<file path="src/hdl/afft_pkg.sv">
// Shared types, constants and micro-op table for the 2D affine point transform.
// No dependencies; imported by every module of the block.
package afft_pkg;

	localparam int COORD_WIDTH  = 32;
	localparam int CORDIC_STEPS = 16;

	localparam int CFG_W     = 32;
	localparam int CFG_IDX_W = 3;
	localparam int MODE_W    = 3;
	localparam int ANGLE_W   = 16;
	localparam int TRIG_W    = 16;
	localparam int IDX_W     = 3;

	// datapath widths
	localparam int PROD_W = COORD_WIDTH + CFG_W;
	localparam int ACC_W  = COORD_WIDTH + TRIG_W + 1;
	localparam int WORK_W = PROD_W + 2;

	// packed stream widths, rounded up to whole bytes
	localparam int DATA_W = ((3 * COORD_WIDTH + 7) / 8) * 8;

	// CORDIC core, Q.24
	localparam int CORDIC_ZW   = 29;
	localparam int CORDIC_CW   = $clog2(CORDIC_STEPS);
	localparam int ATAN_IDX_W  = 5;
	localparam int CORDIC_START = 10188014;
	localparam int PI_Q24       = 52707179;
	localparam int HALF_PI_Q24  = 26353589;
	localparam int ONE_Q14      = 16384;

	typedef enum logic [CFG_IDX_W-1:0] {
		CFG_MODE     = 3'd0,
		CFG_ANGLE    = 3'd1,
		CFG_SHIFT_X  = 3'd2,
		CFG_SHIFT_Y  = 3'd3,
		CFG_FACTOR_X = 3'd4,
		CFG_FACTOR_Y = 3'd5,
		CFG_PIVOT_X  = 3'd6,
		CFG_PIVOT_Y  = 3'd7
	} cfg_idx_t;

	localparam logic [MODE_W-1:0] MODE_TRANSLATE    = 3'd0;
	localparam logic [MODE_W-1:0] MODE_ROTATE       = 3'd1;
	localparam logic [MODE_W-1:0] MODE_SCALE        = 3'd2;
	localparam logic [MODE_W-1:0] MODE_ROTATE_PIVOT = 3'd3;
	localparam logic [MODE_W-1:0] MODE_SCALE_PIVOT  = 3'd4;

	typedef enum logic [1:0] {A_W = 2'd0, A_X = 2'd1, A_Y = 2'd2} asel_t;

	typedef enum logic [2:0] {
		B_SX = 3'd0, B_SY = 3'd1, B_FX = 3'd2, B_FY = 3'd3,
		B_PX = 3'd4, B_PY = 3'd5, B_COS = 3'd6, B_SIN = 3'd7
	} bsel_t;

	// ADD/SUB/SET round the product to Q16.16; LOAD/RNX/RY build a rotation sum
	typedef enum logic [2:0] {
		ACT_ADD  = 3'd0,
		ACT_SUB  = 3'd1,
		ACT_SET  = 3'd2,
		ACT_LOAD = 3'd3,
		ACT_RNX  = 3'd4,
		ACT_RY   = 3'd5
	} act_t;

	typedef struct packed {
		logic  valid;
		logic  last;
		asel_t asel;
		bsel_t bsel;
		act_t  act;
		logic  dst_y;
	} op_t;

	typedef struct packed {
		logic load;
		logic mul;
		logic acc;
		op_t  op;
	} ctrl_t;

	function automatic op_t mk_op(input asel_t a, input bsel_t b, input act_t act,
			input logic dst_y, input logic last);
		op_t o;
		o.valid = 1'b1;
		o.last  = last;
		o.asel  = a;
		o.bsel  = b;
		o.act   = act;
		o.dst_y = dst_y;
		return o;
	endfunction

	// c*x - s*y, then s*x + c*y
	function automatic op_t rot_op(input logic [1:0] k, input logic last);
		op_t o;
		case (k)
			2'd0: o = mk_op(A_X, B_COS, ACT_LOAD, 1'b0, 1'b0);
			2'd1: o = mk_op(A_Y, B_SIN, ACT_RNX, 1'b0, 1'b0);
			2'd2: o = mk_op(A_X, B_SIN, ACT_LOAD, 1'b0, 1'b0);
			default: o = mk_op(A_Y, B_COS, ACT_RY, 1'b1, last);
		endcase
		return o;
	endfunction

	function automatic op_t op_of(input logic [MODE_W-1:0] mode, input logic [IDX_W-1:0] idx);
		op_t o;
		o = '0;
		case (mode)
			MODE_TRANSLATE: begin
				case (idx)
					3'd0: o = mk_op(A_W, B_SX, ACT_ADD, 1'b0, 1'b0);
					3'd1: o = mk_op(A_W, B_SY, ACT_ADD, 1'b1, 1'b1);
					default: o = '0;
				endcase
			end
			MODE_ROTATE: begin
				if (idx < 3'd4)
					o = rot_op(idx[1:0], 1'b1);
			end
			MODE_SCALE: begin
				case (idx)
					3'd0: o = mk_op(A_X, B_FX, ACT_SET, 1'b0, 1'b0);
					3'd1: o = mk_op(A_Y, B_FY, ACT_SET, 1'b1, 1'b1);
					default: o = '0;
				endcase
			end
			MODE_ROTATE_PIVOT: begin
				case (idx)
					3'd0: o = mk_op(A_W, B_PX, ACT_SUB, 1'b0, 1'b0);
					3'd1: o = mk_op(A_W, B_PY, ACT_SUB, 1'b1, 1'b0);
					3'd6: o = mk_op(A_W, B_PX, ACT_ADD, 1'b0, 1'b0);
					3'd7: o = mk_op(A_W, B_PY, ACT_ADD, 1'b1, 1'b1);
					default: o = rot_op(idx[1:0] + 2'd2, 1'b0);
				endcase
			end
			MODE_SCALE_PIVOT: begin
				case (idx)
					3'd0: o = mk_op(A_W, B_PX, ACT_SUB, 1'b0, 1'b0);
					3'd1: o = mk_op(A_W, B_PY, ACT_SUB, 1'b1, 1'b0);
					3'd2: o = mk_op(A_X, B_FX, ACT_SET, 1'b0, 1'b0);
					3'd3: o = mk_op(A_Y, B_FY, ACT_SET, 1'b1, 1'b0);
					3'd4: o = mk_op(A_W, B_PX, ACT_ADD, 1'b0, 1'b0);
					3'd5: o = mk_op(A_W, B_PY, ACT_ADD, 1'b1, 1'b1);
					default: o = '0;
				endcase
			end
			default: o = '0;
		endcase
		return o;
	endfunction

	function automatic logic signed [CORDIC_ZW-1:0] atan_q24(input logic [ATAN_IDX_W-1:0] i);
		logic signed [CORDIC_ZW-1:0] r;
		case (i)
			5'd0:  r = 29'sd13176795;
			5'd1:  r = 29'sd7778716;
			5'd2:  r = 29'sd4110060;
			5'd3:  r = 29'sd2086331;
			5'd4:  r = 29'sd1047214;
			5'd5:  r = 29'sd524117;
			5'd6:  r = 29'sd262123;
			5'd7:  r = 29'sd131069;
			5'd8:  r = 29'sd65536;
			5'd9:  r = 29'sd32768;
			5'd10: r = 29'sd16384;
			5'd11: r = 29'sd8192;
			5'd12: r = 29'sd4096;
			5'd13: r = 29'sd2048;
			5'd14: r = 29'sd1024;
			5'd15: r = 29'sd512;
			5'd16: r = 29'sd256;
			5'd17: r = 29'sd128;
			5'd18: r = 29'sd64;
			5'd19: r = 29'sd32;
			5'd20: r = 29'sd16;
			5'd21: r = 29'sd8;
			5'd22: r = 29'sd4;
			5'd23: r = 29'sd2;
			default: r = '0;
		endcase
		return r;
	endfunction

	// {clipped flag, value clipped to the coordinate range}
	function automatic logic [COORD_WIDTH:0] clip(input logic signed [WORK_W-1:0] v);
		logic [COORD_WIDTH:0] r;
		if ((&v[WORK_W-1:COORD_WIDTH-1]) || !(|v[WORK_W-1:COORD_WIDTH-1]))
			r = {1'b0, v[COORD_WIDTH-1:0]};
		else if (v[WORK_W-1])
			r = {1'b1, 1'b1, {(COORD_WIDTH-1){1'b0}}};
		else
			r = {1'b1, 1'b0, {(COORD_WIDTH-1){1'b1}}};
		return r;
	endfunction

endpackage

</file>
<file path="src/hdl/afft_cordic.sv">
// Iterative rotation-mode CORDIC: one micro-rotation per cycle, gives cos/sin in Q2.14.
// Depends on afft_pkg.
module afft_cordic (
	input  logic                             clk,
	input  logic                             arst_n,
	input  logic                             start,
	input  logic [afft_pkg::ANGLE_W-1:0]     angle,
	output logic                             done,
	output logic [afft_pkg::TRIG_W-1:0]      cos_val,
	output logic [afft_pkg::TRIG_W-1:0]      sin_val
);
	import afft_pkg::*;

	typedef enum logic [2:0] {C_IDLE = 3'b001, C_RUN = 3'b010, C_FIN = 3'b100} cstate_t;

	localparam logic signed [CORDIC_ZW-1:0] HALF_PI = CORDIC_ZW'(HALF_PI_Q24);
	localparam logic signed [CORDIC_ZW-1:0] PI      = CORDIC_ZW'(PI_Q24);
	localparam logic signed [CORDIC_ZW-1:0] RND10   = CORDIC_ZW'(512);
	localparam logic signed [CORDIC_ZW-1:0] ONE     = CORDIC_ZW'(ONE_Q14);

	cstate_t                      state_q;
	logic [CORDIC_CW-1:0]         cnt_q;
	logic signed [CORDIC_ZW-1:0]  cx_q, cy_q, z_q;
	logic                         neg_q;
	logic [TRIG_W-1:0]            cos_q, sin_q;
	logic signed [CORDIC_ZW-1:0]  z0, atan_v;

	function automatic logic [TRIG_W-1:0] to_q14(input logic signed [CORDIC_ZW-1:0] v,
			input logic neg);
		logic signed [CORDIC_ZW-1:0] r;
		r = (v + RND10) >>> 10;
		if (r > ONE)
			r = ONE;
		if (r < -ONE)
			r = -ONE;
		if (neg)
			r = -r;
		return r[TRIG_W-1:0];
	endfunction

	assign z0     = {{(CORDIC_ZW-ANGLE_W-11){angle[ANGLE_W-1]}}, angle, 11'b0};
	assign atan_v = atan_q24(ATAN_IDX_W'(cnt_q));

	always_ff @(posedge clk or negedge arst_n) begin
		if (!arst_n) begin
			state_q <= C_IDLE;
			cnt_q   <= '0;
			cos_q   <= '0;
			sin_q   <= '0;
		end else begin
			case (state_q)
				C_IDLE: begin
					if (start) begin
						state_q <= C_RUN;
						cnt_q   <= '0;
					end
				end
				C_RUN: begin
					if (cnt_q == CORDIC_CW'(CORDIC_STEPS - 1))
						state_q <= C_FIN;
					else
						cnt_q <= cnt_q + 1'b1;
				end
				C_FIN: begin
					cos_q   <= to_q14(cx_q, neg_q);
					sin_q   <= to_q14(cy_q, neg_q);
					state_q <= C_IDLE;
				end
				default: state_q <= C_IDLE;
			endcase
		end
	end

	always_ff @(posedge clk) begin
		if (state_q == C_IDLE && start) begin
			cx_q <= CORDIC_ZW'(CORDIC_START);
			cy_q <= '0;
			// fold beyond +-pi/2, negate the result at the end
			if (z0 > HALF_PI) begin
				z_q   <= z0 - PI;
				neg_q <= 1'b1;
			end else if (z0 < -HALF_PI) begin
				z_q   <= z0 + PI;
				neg_q <= 1'b1;
			end else begin
				z_q   <= z0;
				neg_q <= 1'b0;
			end
		end else if (state_q == C_RUN) begin
			if (!z_q[CORDIC_ZW-1]) begin
				cx_q <= cx_q - (cy_q >>> cnt_q);
				cy_q <= cy_q + (cx_q >>> cnt_q);
				z_q  <= z_q - atan_v;
			end else begin
				cx_q <= cx_q + (cy_q >>> cnt_q);
				cy_q <= cy_q - (cx_q >>> cnt_q);
				z_q  <= z_q + atan_v;
			end
		end
	end

	assign done    = (state_q == C_FIN);
	assign cos_val = cos_q;
	assign sin_val = sin_q;

endmodule

</file>
<file path="src/hdl/afft_datapath.sv">
// Shared multiplier, rounding, accumulator and clipping for the point coordinates.
// Depends on afft_pkg; sequenced by the top level through ctrl_t.
module afft_datapath (
	input  logic                              clk,
	input  logic [afft_pkg::COORD_WIDTH-1:0]  in_x,
	input  logic [afft_pkg::COORD_WIDTH-1:0]  in_y,
	input  logic [afft_pkg::COORD_WIDTH-1:0]  in_w,
	input  logic [afft_pkg::CFG_W-1:0]        b_opnd,
	input  afft_pkg::ctrl_t                   ctrl,
	output logic [afft_pkg::COORD_WIDTH-1:0]  x,
	output logic [afft_pkg::COORD_WIDTH-1:0]  y,
	output logic [afft_pkg::COORD_WIDTH-1:0]  w,
	output logic                              sat
);
	import afft_pkg::*;

	localparam logic signed [WORK_W-1:0] HALF16 = WORK_W'(32768);
	localparam logic signed [WORK_W-1:0] HALF14 = WORK_W'(8192);

	logic [COORD_WIDTH-1:0]        x_q, y_q, w_q, nx_q;
	logic signed [ACC_W-1:0]       acc_q;
	logic                          sat_q;
	logic signed [PROD_W-1:0]      p_s1;

	logic signed [COORD_WIDTH-1:0] a_s;
	logic signed [CFG_W-1:0]       b_s;
	logic signed [PROD_W-1:0]      prod;
	logic signed [WORK_W-1:0]      pe, r16, cur, te, r14, v;
	logic signed [ACC_W-1:0]       pa, t;
	logic [COORD_WIDTH:0]          cl;

	always_comb begin
		case (ctrl.op.asel)
			A_W:     a_s = w_q;
			A_X:     a_s = x_q;
			A_Y:     a_s = y_q;
			default: a_s = w_q;
		endcase
	end

	assign b_s  = b_opnd;
	assign prod = a_s * b_s;

	assign pe  = {{(WORK_W-PROD_W){p_s1[PROD_W-1]}}, p_s1};
	assign r16 = (pe + HALF16) >>> 16;
	assign cur = ctrl.op.dst_y ? {{(WORK_W-COORD_WIDTH){y_q[COORD_WIDTH-1]}}, y_q}
	                           : {{(WORK_W-COORD_WIDTH){x_q[COORD_WIDTH-1]}}, x_q};
	assign pa  = p_s1[ACC_W-1:0];
	assign t   = (ctrl.op.act == ACT_RNX) ? acc_q - pa : acc_q + pa;
	assign te  = {{(WORK_W-ACC_W){t[ACC_W-1]}}, t};
	assign r14 = (te + HALF14) >>> 14;

	always_comb begin
		case (ctrl.op.act)
			ACT_ADD: v = cur + r16;
			ACT_SUB: v = cur - r16;
			ACT_SET: v = r16;
			ACT_RNX: v = r14;
			ACT_RY:  v = r14;
			default: v = r16;
		endcase
	end

	assign cl = clip(v);

	always_ff @(posedge clk) begin
		if (ctrl.mul)
			p_s1 <= prod;
		if (ctrl.load) begin
			x_q   <= in_x;
			y_q   <= in_y;
			w_q   <= in_w;
			sat_q <= 1'b0;
		end else if (ctrl.acc) begin
			case (ctrl.op.act)
				ACT_LOAD: acc_q <= pa;
				ACT_RNX: begin
					nx_q  <= cl[COORD_WIDTH-1:0];
					sat_q <= sat_q | cl[COORD_WIDTH];
				end
				ACT_RY: begin
					y_q   <= cl[COORD_WIDTH-1:0];
					x_q   <= nx_q;
					sat_q <= sat_q | cl[COORD_WIDTH];
				end
				default: begin
					if (ctrl.op.dst_y)
						y_q <= cl[COORD_WIDTH-1:0];
					else
						x_q <= cl[COORD_WIDTH-1:0];
					sat_q <= sat_q | cl[COORD_WIDTH];
				end
			endcase
		end
	end

	assign x   = x_q;
	assign y   = y_q;
	assign w   = w_q;
	assign sat = sat_q;

endmodule

</file>
<file path="src/hdl/affine_point_transform_2d_unit.sv">
// Top level of the 2D affine point transform: config registers, sequencer, output register.
// Depends on afft_pkg, afft_cordic and afft_datapath.

// Transforms one homogeneous point (x, y, w) per stream word, Q16.16 with saturation,
// as selected by the mode register; w passes through. Every multiply goes through one
// shared 32x32 multiplier (a multiply step, then a round/accumulate/clip step); an item
// takes N multiplies, with N = 2 for translate and scale, 4 for rotate, 6 for scale
// about pivot and 8 for rotate about pivot (undefined modes: N = 0). The first word
// after reset or after any register write also runs the CORDIC for the angle first.
// s_tready is high only while the block is idle; a finished word waits in the output
// register, so the next word can be taken while it is still pending.
module affine_point_transform_2d_unit (
	input  logic                               clk,
	input  logic                               arst_n,
	input  logic                               cfg_we,
	input  logic [afft_pkg::CFG_IDX_W-1:0]     cfg_addr,
	input  logic [afft_pkg::CFG_W-1:0]         cfg_wdata,
	input  logic                               s_tvalid,
	output logic                               s_tready,
	input  logic [afft_pkg::DATA_W-1:0]        s_tdata,   // in_x, in_y, in_w
	output logic                               m_tvalid,
	input  logic                               m_tready,
	output logic [afft_pkg::DATA_W-1:0]        m_tdata,   // out_x, out_y, out_w
	output logic                               m_tuser    // saturated
);
	import afft_pkg::*;

	typedef enum logic [4:0] {
		ST_IDLE = 5'b00001,
		ST_TRIG = 5'b00010,
		ST_MUL  = 5'b00100,
		ST_ACC  = 5'b01000,
		ST_FIN  = 5'b10000
	} state_t;

	localparam int CW = COORD_WIDTH;

	state_t               state_q;
	logic [IDX_W-1:0]     idx_q;
	logic                 trig_ready_q;
	logic                 ovalid_q;
	logic [MODE_W-1:0]    mode_q;
	logic [ANGLE_W-1:0]   angle_q;
	logic [CFG_W-1:0]     shift_x_q, shift_y_q, factor_x_q, factor_y_q, pivot_x_q, pivot_y_q;
	logic [DATA_W-1:0]    odata_q;
	logic                 osat_q;

	op_t                  op, op0;
	ctrl_t                ctrl;
	logic [CFG_W-1:0]     b_opnd;
	logic                 in_acc, cordic_start, cordic_done, fin_load;
	logic [TRIG_W-1:0]    cos_v, sin_v;
	logic [CW-1:0]        dp_x, dp_y, dp_w;
	logic                 dp_sat;

	assign op  = op_of(mode_q, idx_q);
	assign op0 = op_of(mode_q, '0);

	assign s_tready     = (state_q == ST_IDLE);
	assign in_acc       = s_tvalid && s_tready;
	assign cordic_start = in_acc && !trig_ready_q;
	assign fin_load     = (state_q == ST_FIN) && (!ovalid_q || m_tready);

	always_comb begin
		case (op.bsel)
			B_SX:    b_opnd = shift_x_q;
			B_SY:    b_opnd = shift_y_q;
			B_FX:    b_opnd = factor_x_q;
			B_FY:    b_opnd = factor_y_q;
			B_PX:    b_opnd = pivot_x_q;
			B_PY:    b_opnd = pivot_y_q;
			B_COS:   b_opnd = {{(CFG_W-TRIG_W){cos_v[TRIG_W-1]}}, cos_v};
			B_SIN:   b_opnd = {{(CFG_W-TRIG_W){sin_v[TRIG_W-1]}}, sin_v};
			default: b_opnd = shift_x_q;
		endcase
	end

	assign ctrl.load = in_acc;
	assign ctrl.mul  = (state_q == ST_MUL);
	assign ctrl.acc  = (state_q == ST_ACC);
	assign ctrl.op   = op;

	afft_cordic u_cordic (
		.clk     (clk),
		.arst_n  (arst_n),
		.start   (cordic_start),
		.angle   (angle_q),
		.done    (cordic_done),
		.cos_val (cos_v),
		.sin_val (sin_v)
	);

	afft_datapath u_datapath (
		.clk    (clk),
		.in_x   (s_tdata[CW-1:0]),
		.in_y   (s_tdata[2*CW-1:CW]),
		.in_w   (s_tdata[3*CW-1:2*CW]),
		.b_opnd (b_opnd),
		.ctrl   (ctrl),
		.x      (dp_x),
		.y      (dp_y),
		.w      (dp_w),
		.sat    (dp_sat)
	);

	// config registers; any write invalidates the held cos/sin
	always_ff @(posedge clk or negedge arst_n) begin
		if (!arst_n) begin
			mode_q       <= MODE_TRANSLATE;
			angle_q      <= '0;
			shift_x_q    <= '0;
			shift_y_q    <= '0;
			factor_x_q   <= CFG_W'(65536);
			factor_y_q   <= CFG_W'(65536);
			pivot_x_q    <= '0;
			pivot_y_q    <= '0;
			trig_ready_q <= 1'b0;
		end else begin
			if (cfg_we) begin
				trig_ready_q <= 1'b0;
				case (cfg_idx_t'(cfg_addr))
					CFG_MODE:     mode_q     <= cfg_wdata[MODE_W-1:0];
					CFG_ANGLE:    angle_q    <= cfg_wdata[ANGLE_W-1:0];
					CFG_SHIFT_X:  shift_x_q  <= cfg_wdata;
					CFG_SHIFT_Y:  shift_y_q  <= cfg_wdata;
					CFG_FACTOR_X: factor_x_q <= cfg_wdata;
					CFG_FACTOR_Y: factor_y_q <= cfg_wdata;
					CFG_PIVOT_X:  pivot_x_q  <= cfg_wdata;
					CFG_PIVOT_Y:  pivot_y_q  <= cfg_wdata;
					default:      mode_q     <= mode_q;
				endcase
			end else if (cordic_done) begin
				trig_ready_q <= 1'b1;
			end
		end
	end

	always_ff @(posedge clk or negedge arst_n) begin
		if (!arst_n) begin
			state_q  <= ST_IDLE;
			idx_q    <= '0;
			ovalid_q <= 1'b0;
		end else begin
			if (fin_load)
				ovalid_q <= 1'b1;
			else if (m_tready)
				ovalid_q <= 1'b0;
			case (state_q)
				ST_IDLE: begin
					if (in_acc) begin
						idx_q <= '0;
						if (!trig_ready_q)
							state_q <= ST_TRIG;
						else
							state_q <= op0.valid ? ST_MUL : ST_FIN;
					end
				end
				ST_TRIG: begin
					if (cordic_done)
						state_q <= op.valid ? ST_MUL : ST_FIN;
				end
				ST_MUL: state_q <= ST_ACC;
				ST_ACC: begin
					idx_q   <= idx_q + 1'b1;
					state_q <= op.last ? ST_FIN : ST_MUL;
				end
				ST_FIN: begin
					if (fin_load)
						state_q <= ST_IDLE;
				end
				default: state_q <= ST_IDLE;
			endcase
		end
	end

	always_ff @(posedge clk) begin
		if (fin_load) begin
			odata_q <= DATA_W'({dp_w, dp_y, dp_x});
			osat_q  <= dp_sat;
		end
	end

	assign m_tvalid = ovalid_q;
	assign m_tdata  = odata_q;
	assign m_tuser  = osat_q;

`ifndef SYNTHESIS
	a_cordic_only_when_stale: assert property (@(posedge clk) disable iff (!arst_n)
		cordic_start |-> !trig_ready_q)
		else $error("CORDIC started while cos/sin were valid");

	a_done_only_in_trig: assert property (@(posedge clk) disable iff (!arst_n)
		cordic_done |-> (state_q == ST_TRIG))
		else $error("CORDIC finished outside the trig wait");

	a_acc_after_mul: assert property (@(posedge clk) disable iff (!arst_n)
		(state_q == ST_ACC) |-> ($past(state_q) == ST_MUL))
		else $error("accumulate step without a product");

	a_trig_before_math: assert property (@(posedge clk) disable iff (!arst_n)
		(state_q == ST_MUL) |-> trig_ready_q)
		else $error("multiply step with stale cos/sin");
`endif

endmodule

</file>
<file path="config.mk">
export PLATFORM = sky130hd
export DESIGN_NAME = affine_point_transform_2d_unit
export DESIGN_NICKNAME = d
export VERILOG_FILES = /design/src/hdl/afft_pkg.sv /design/src/hdl/afft_cordic.sv /design/src/hdl/afft_datapath.sv /design/src/hdl/affine_point_transform_2d_unit.sv
export SDC_FILE = /design/constraint.sdc
export NUM_CORES = 2
export LEC_CHECK = 0
export ABC_CLOCK_PERIOD_IN_PS = 14100
export BUFFER_PORTS_ARGS = -buffer_cell sky130_fd_sc_hd__buf_2
export CAP_MARGIN = 20
export CORE_UTILIZATION = 50
export CTS_BUF_LIST = sky130_fd_sc_hd__clkbuf_4 sky130_fd_sc_hd__clkbuf_8
export CTS_CLUSTER_DIAMETER = 50
export CTS_CLUSTER_SIZE = 24
export DETAILED_ROUTE_END_ITERATION = 7
export GPL_TIMING_DRIVEN = 0
export HOLD_SLACK_MARGIN = 0.05
export PLACE_DENSITY_LB_ADDON = 0.25
export SLEW_MARGIN = 20
export SYNTH_ARGS = -nofsm -noshare
export SYNTH_HDL_FRONTEND = slang
export SYNTH_HIERARCHICAL = 1
export SYNTH_SLANG_ARGS = --single-unit
</file>
<file path="constraint.sdc">
create_clock -name clk -period 14.1 [get_ports clk]
set_clock_uncertainty 0.05 [all_clocks]
set_input_delay 2.82 -clock clk [delete_from_list [all_inputs] [get_ports clk]]
set_output_delay 2.82 -clock clk [all_outputs]
set_load 0.01 [all_outputs]
</file>
==> flow_metrics.tcl <==
set metrics [dict create \
    insertion_delay_ns 0.88 \
    wl_per_cell_um 29.6 \
    dr_total_vias 78300 \
    critPathLaunchType "flip-flop" \
    cts_tree "done" \
    met2_usage 0.635 \
    synth_nets 11300 \
    synthToLayoutAreaGrowth_pct 8.34 \
    use_met3 0.0953 \
    dieWidth_um 425 \
    report.final.slew_viol_count 0 \
    period_share 0.981 \
    cap_violations 0 \
    clk_path_buf_depth 3 \
    holdBufCountCts 0 \
    postSynthCellCount 9672 \
    required_ns 14.65 \
    criticalPathCategory "reg2reg" \
    antenna_found_initial 43 \
    fin_area_um2 96900 \
    cp.arrival_ns 14.38 \
    fp-row-count 154 \
    syn_area_um2 89500 \
    violations "design-rule violations" \
    drtIter0Drc 8461 \
    slowest_stage "o21ai_0" \
    h-tree-depth 3 \
    chipHeight_um 425 \
    grt_busiest_layer "met2" \
    layout_min_cycle_time_ns 13.83 \
    status "complete, but fails checks" \
    dieArea_um2 181000 \
    place_hpwl_um 303000 \
    start_util 0.506 \
    regToRegSetupSlack_ns 0.27 \
    nets 11700 \
    cp_common_cell "fa_1" \
    numCtsBuffers 87 \
    clkTransAtPathRegs_ns 0.09 \
    postPlaceCellArea_um2 94600 \
    grt_max_degree 93 \
    core_um2 177000 \
    cts-root-buf "clkbuf_8" \
    max_freq_mhz 72.3 \
    slowest_delay_ns 0.87 \
    relSlewSlack 0.113 \
    setup_viol_count_final 0 \
    gr-total-overflow 0 \
    numPortBuffers 231 \
    syn_area_per_cell_um2 9.25 \
    drive_gt1_frac 0.115 \
    route.detailed.drc 1 \
    worstSetupEndpointType "flip-flop" \
    cts_sinks 687 \
    totalWireLength_um 369000 \
    grt_pass1_vias 77800 \
    use_met1 0.522 \
    min_path_type "reg2reg" \
    antenna_left 0 \
    first_pass_iters 8 \
    routed_via_density 6.27 \
    grt_pass1_wl_um 529000 \
    path_max_fanout 10 \
    post_cts_buffers 0 \
    io_pins 235 \
    grt_use_total 0.404 \
    gp_congestion 1.05 \
    ys_warn_count 6 \
    hold_violations 0 \
    worst_pin_slew_ns 1.33 \
]
stage by stage:
stage | instances | setup TNS, ns | util | hold WS (ns) | worst slack (ns)
6_report | 12500 | 0 | 0.548 | 0.399 | 0.274
5_1_grt | 12500 | -0.00646 | 0.548 | 0.417 | -0.00646
4_1_cts | 12500 | 0 | 0.547 | 0.402 | 0.00408
3_5_place_dp | 12300 | -0.146 | 0.535 | 0.382 | -0.146
3_3_place_gp | 12200 | -65.79 | 0.529 | 0.384 | -2.86
2_1_floorplan | 9672 | 0 | - | 0.359 | 3.65
sequential cells by signal (all words and copies together) (netlist names), 32 cells and up:
register and cells:
m_tdata 96, u_datapath/p_s1 64, u_datapath/acc_q 49, factor_x_q 32, factor_y_q 32, pivot_x_q 32, pivot_y_q 32, shift_x_q 32
shift_y_q 32, u_datapath/nx_q 32, u_datapath/w 32, u_datapath/x 32, u_datapath/y 32
path summary, 6_finish.rpt:
path,from,endpoint,depth (start not counted)
hold reg to reg,u_datapath/p_s1[40],u_datapath/acc_q[40],0
max in group asynchronous,arst_n,state_q[0],3
min in group asynchronous,arst_n,shift_y_q[19],1
hold / removal,u_datapath/p_s1[40],u_datapath/acc_q[40],0
setup / recovery,idx_q[2],u_datapath/p_s1[62],40
setup reg to reg,idx_q[2],u_datapath/p_s1[62],40
final cells by class:
cell class | count | area (um2)
Clock buffer | 94 | 1280
Timing Repair Buffer | 284 | 1930
Buffer | 557 | 2530
Multi-Input combinational cell | 7299 | 64300
Antenna cell | 28 | 70.1
Fill cell | 16300 | 80000
Sequential cell | 687 | 18700
Clock inverter | 70 | 878
Tap cell | 2340 | 2930
Inverter | 1128 | 4240
timing repair:
item	4_1_cts	5_1_grt
resized for setup	10	42
pin swaps	0	0
endpoints found under the setup margin	2	10
gates cloned	0	0
layer usage:
layer  part of all wire  vias up  wire length (um)
met3               0.10      913             37800
met1               0.39    39600            144000
met4              0.058        8             21400
li1                   -    33300                 -
met5            0.00015        -                54
met2               0.45     4458            166000
cells in the final DEF (no fill, tap or decap), types with 306 or more instances in the layout:
cell type     n
a21oi_1     454
and2_1      569
buf_2       306
clkbuf_1    387
edfxtp_1    368
fa_1       1085
ha_1        418
inv_1      1115
nand2_1    1144
nor2_1      468
o21ai_0     337
xnor2_1     328
worst max-delay path: cells and delay by family (launching register included):
family / cells / cell delay [ns]
flops: 1 / 0.41
buf+inv: 7 / 2.07
compound gates: 15 / 4.47
simple gates: 6 / 1.44
fa+ha+maj: 11 / 5.00
xor+xnor: 1 / 0.11
Power is not shown: default switching activity piles up to over one toggle a cycle in this logic, so the estimate is an artifact.
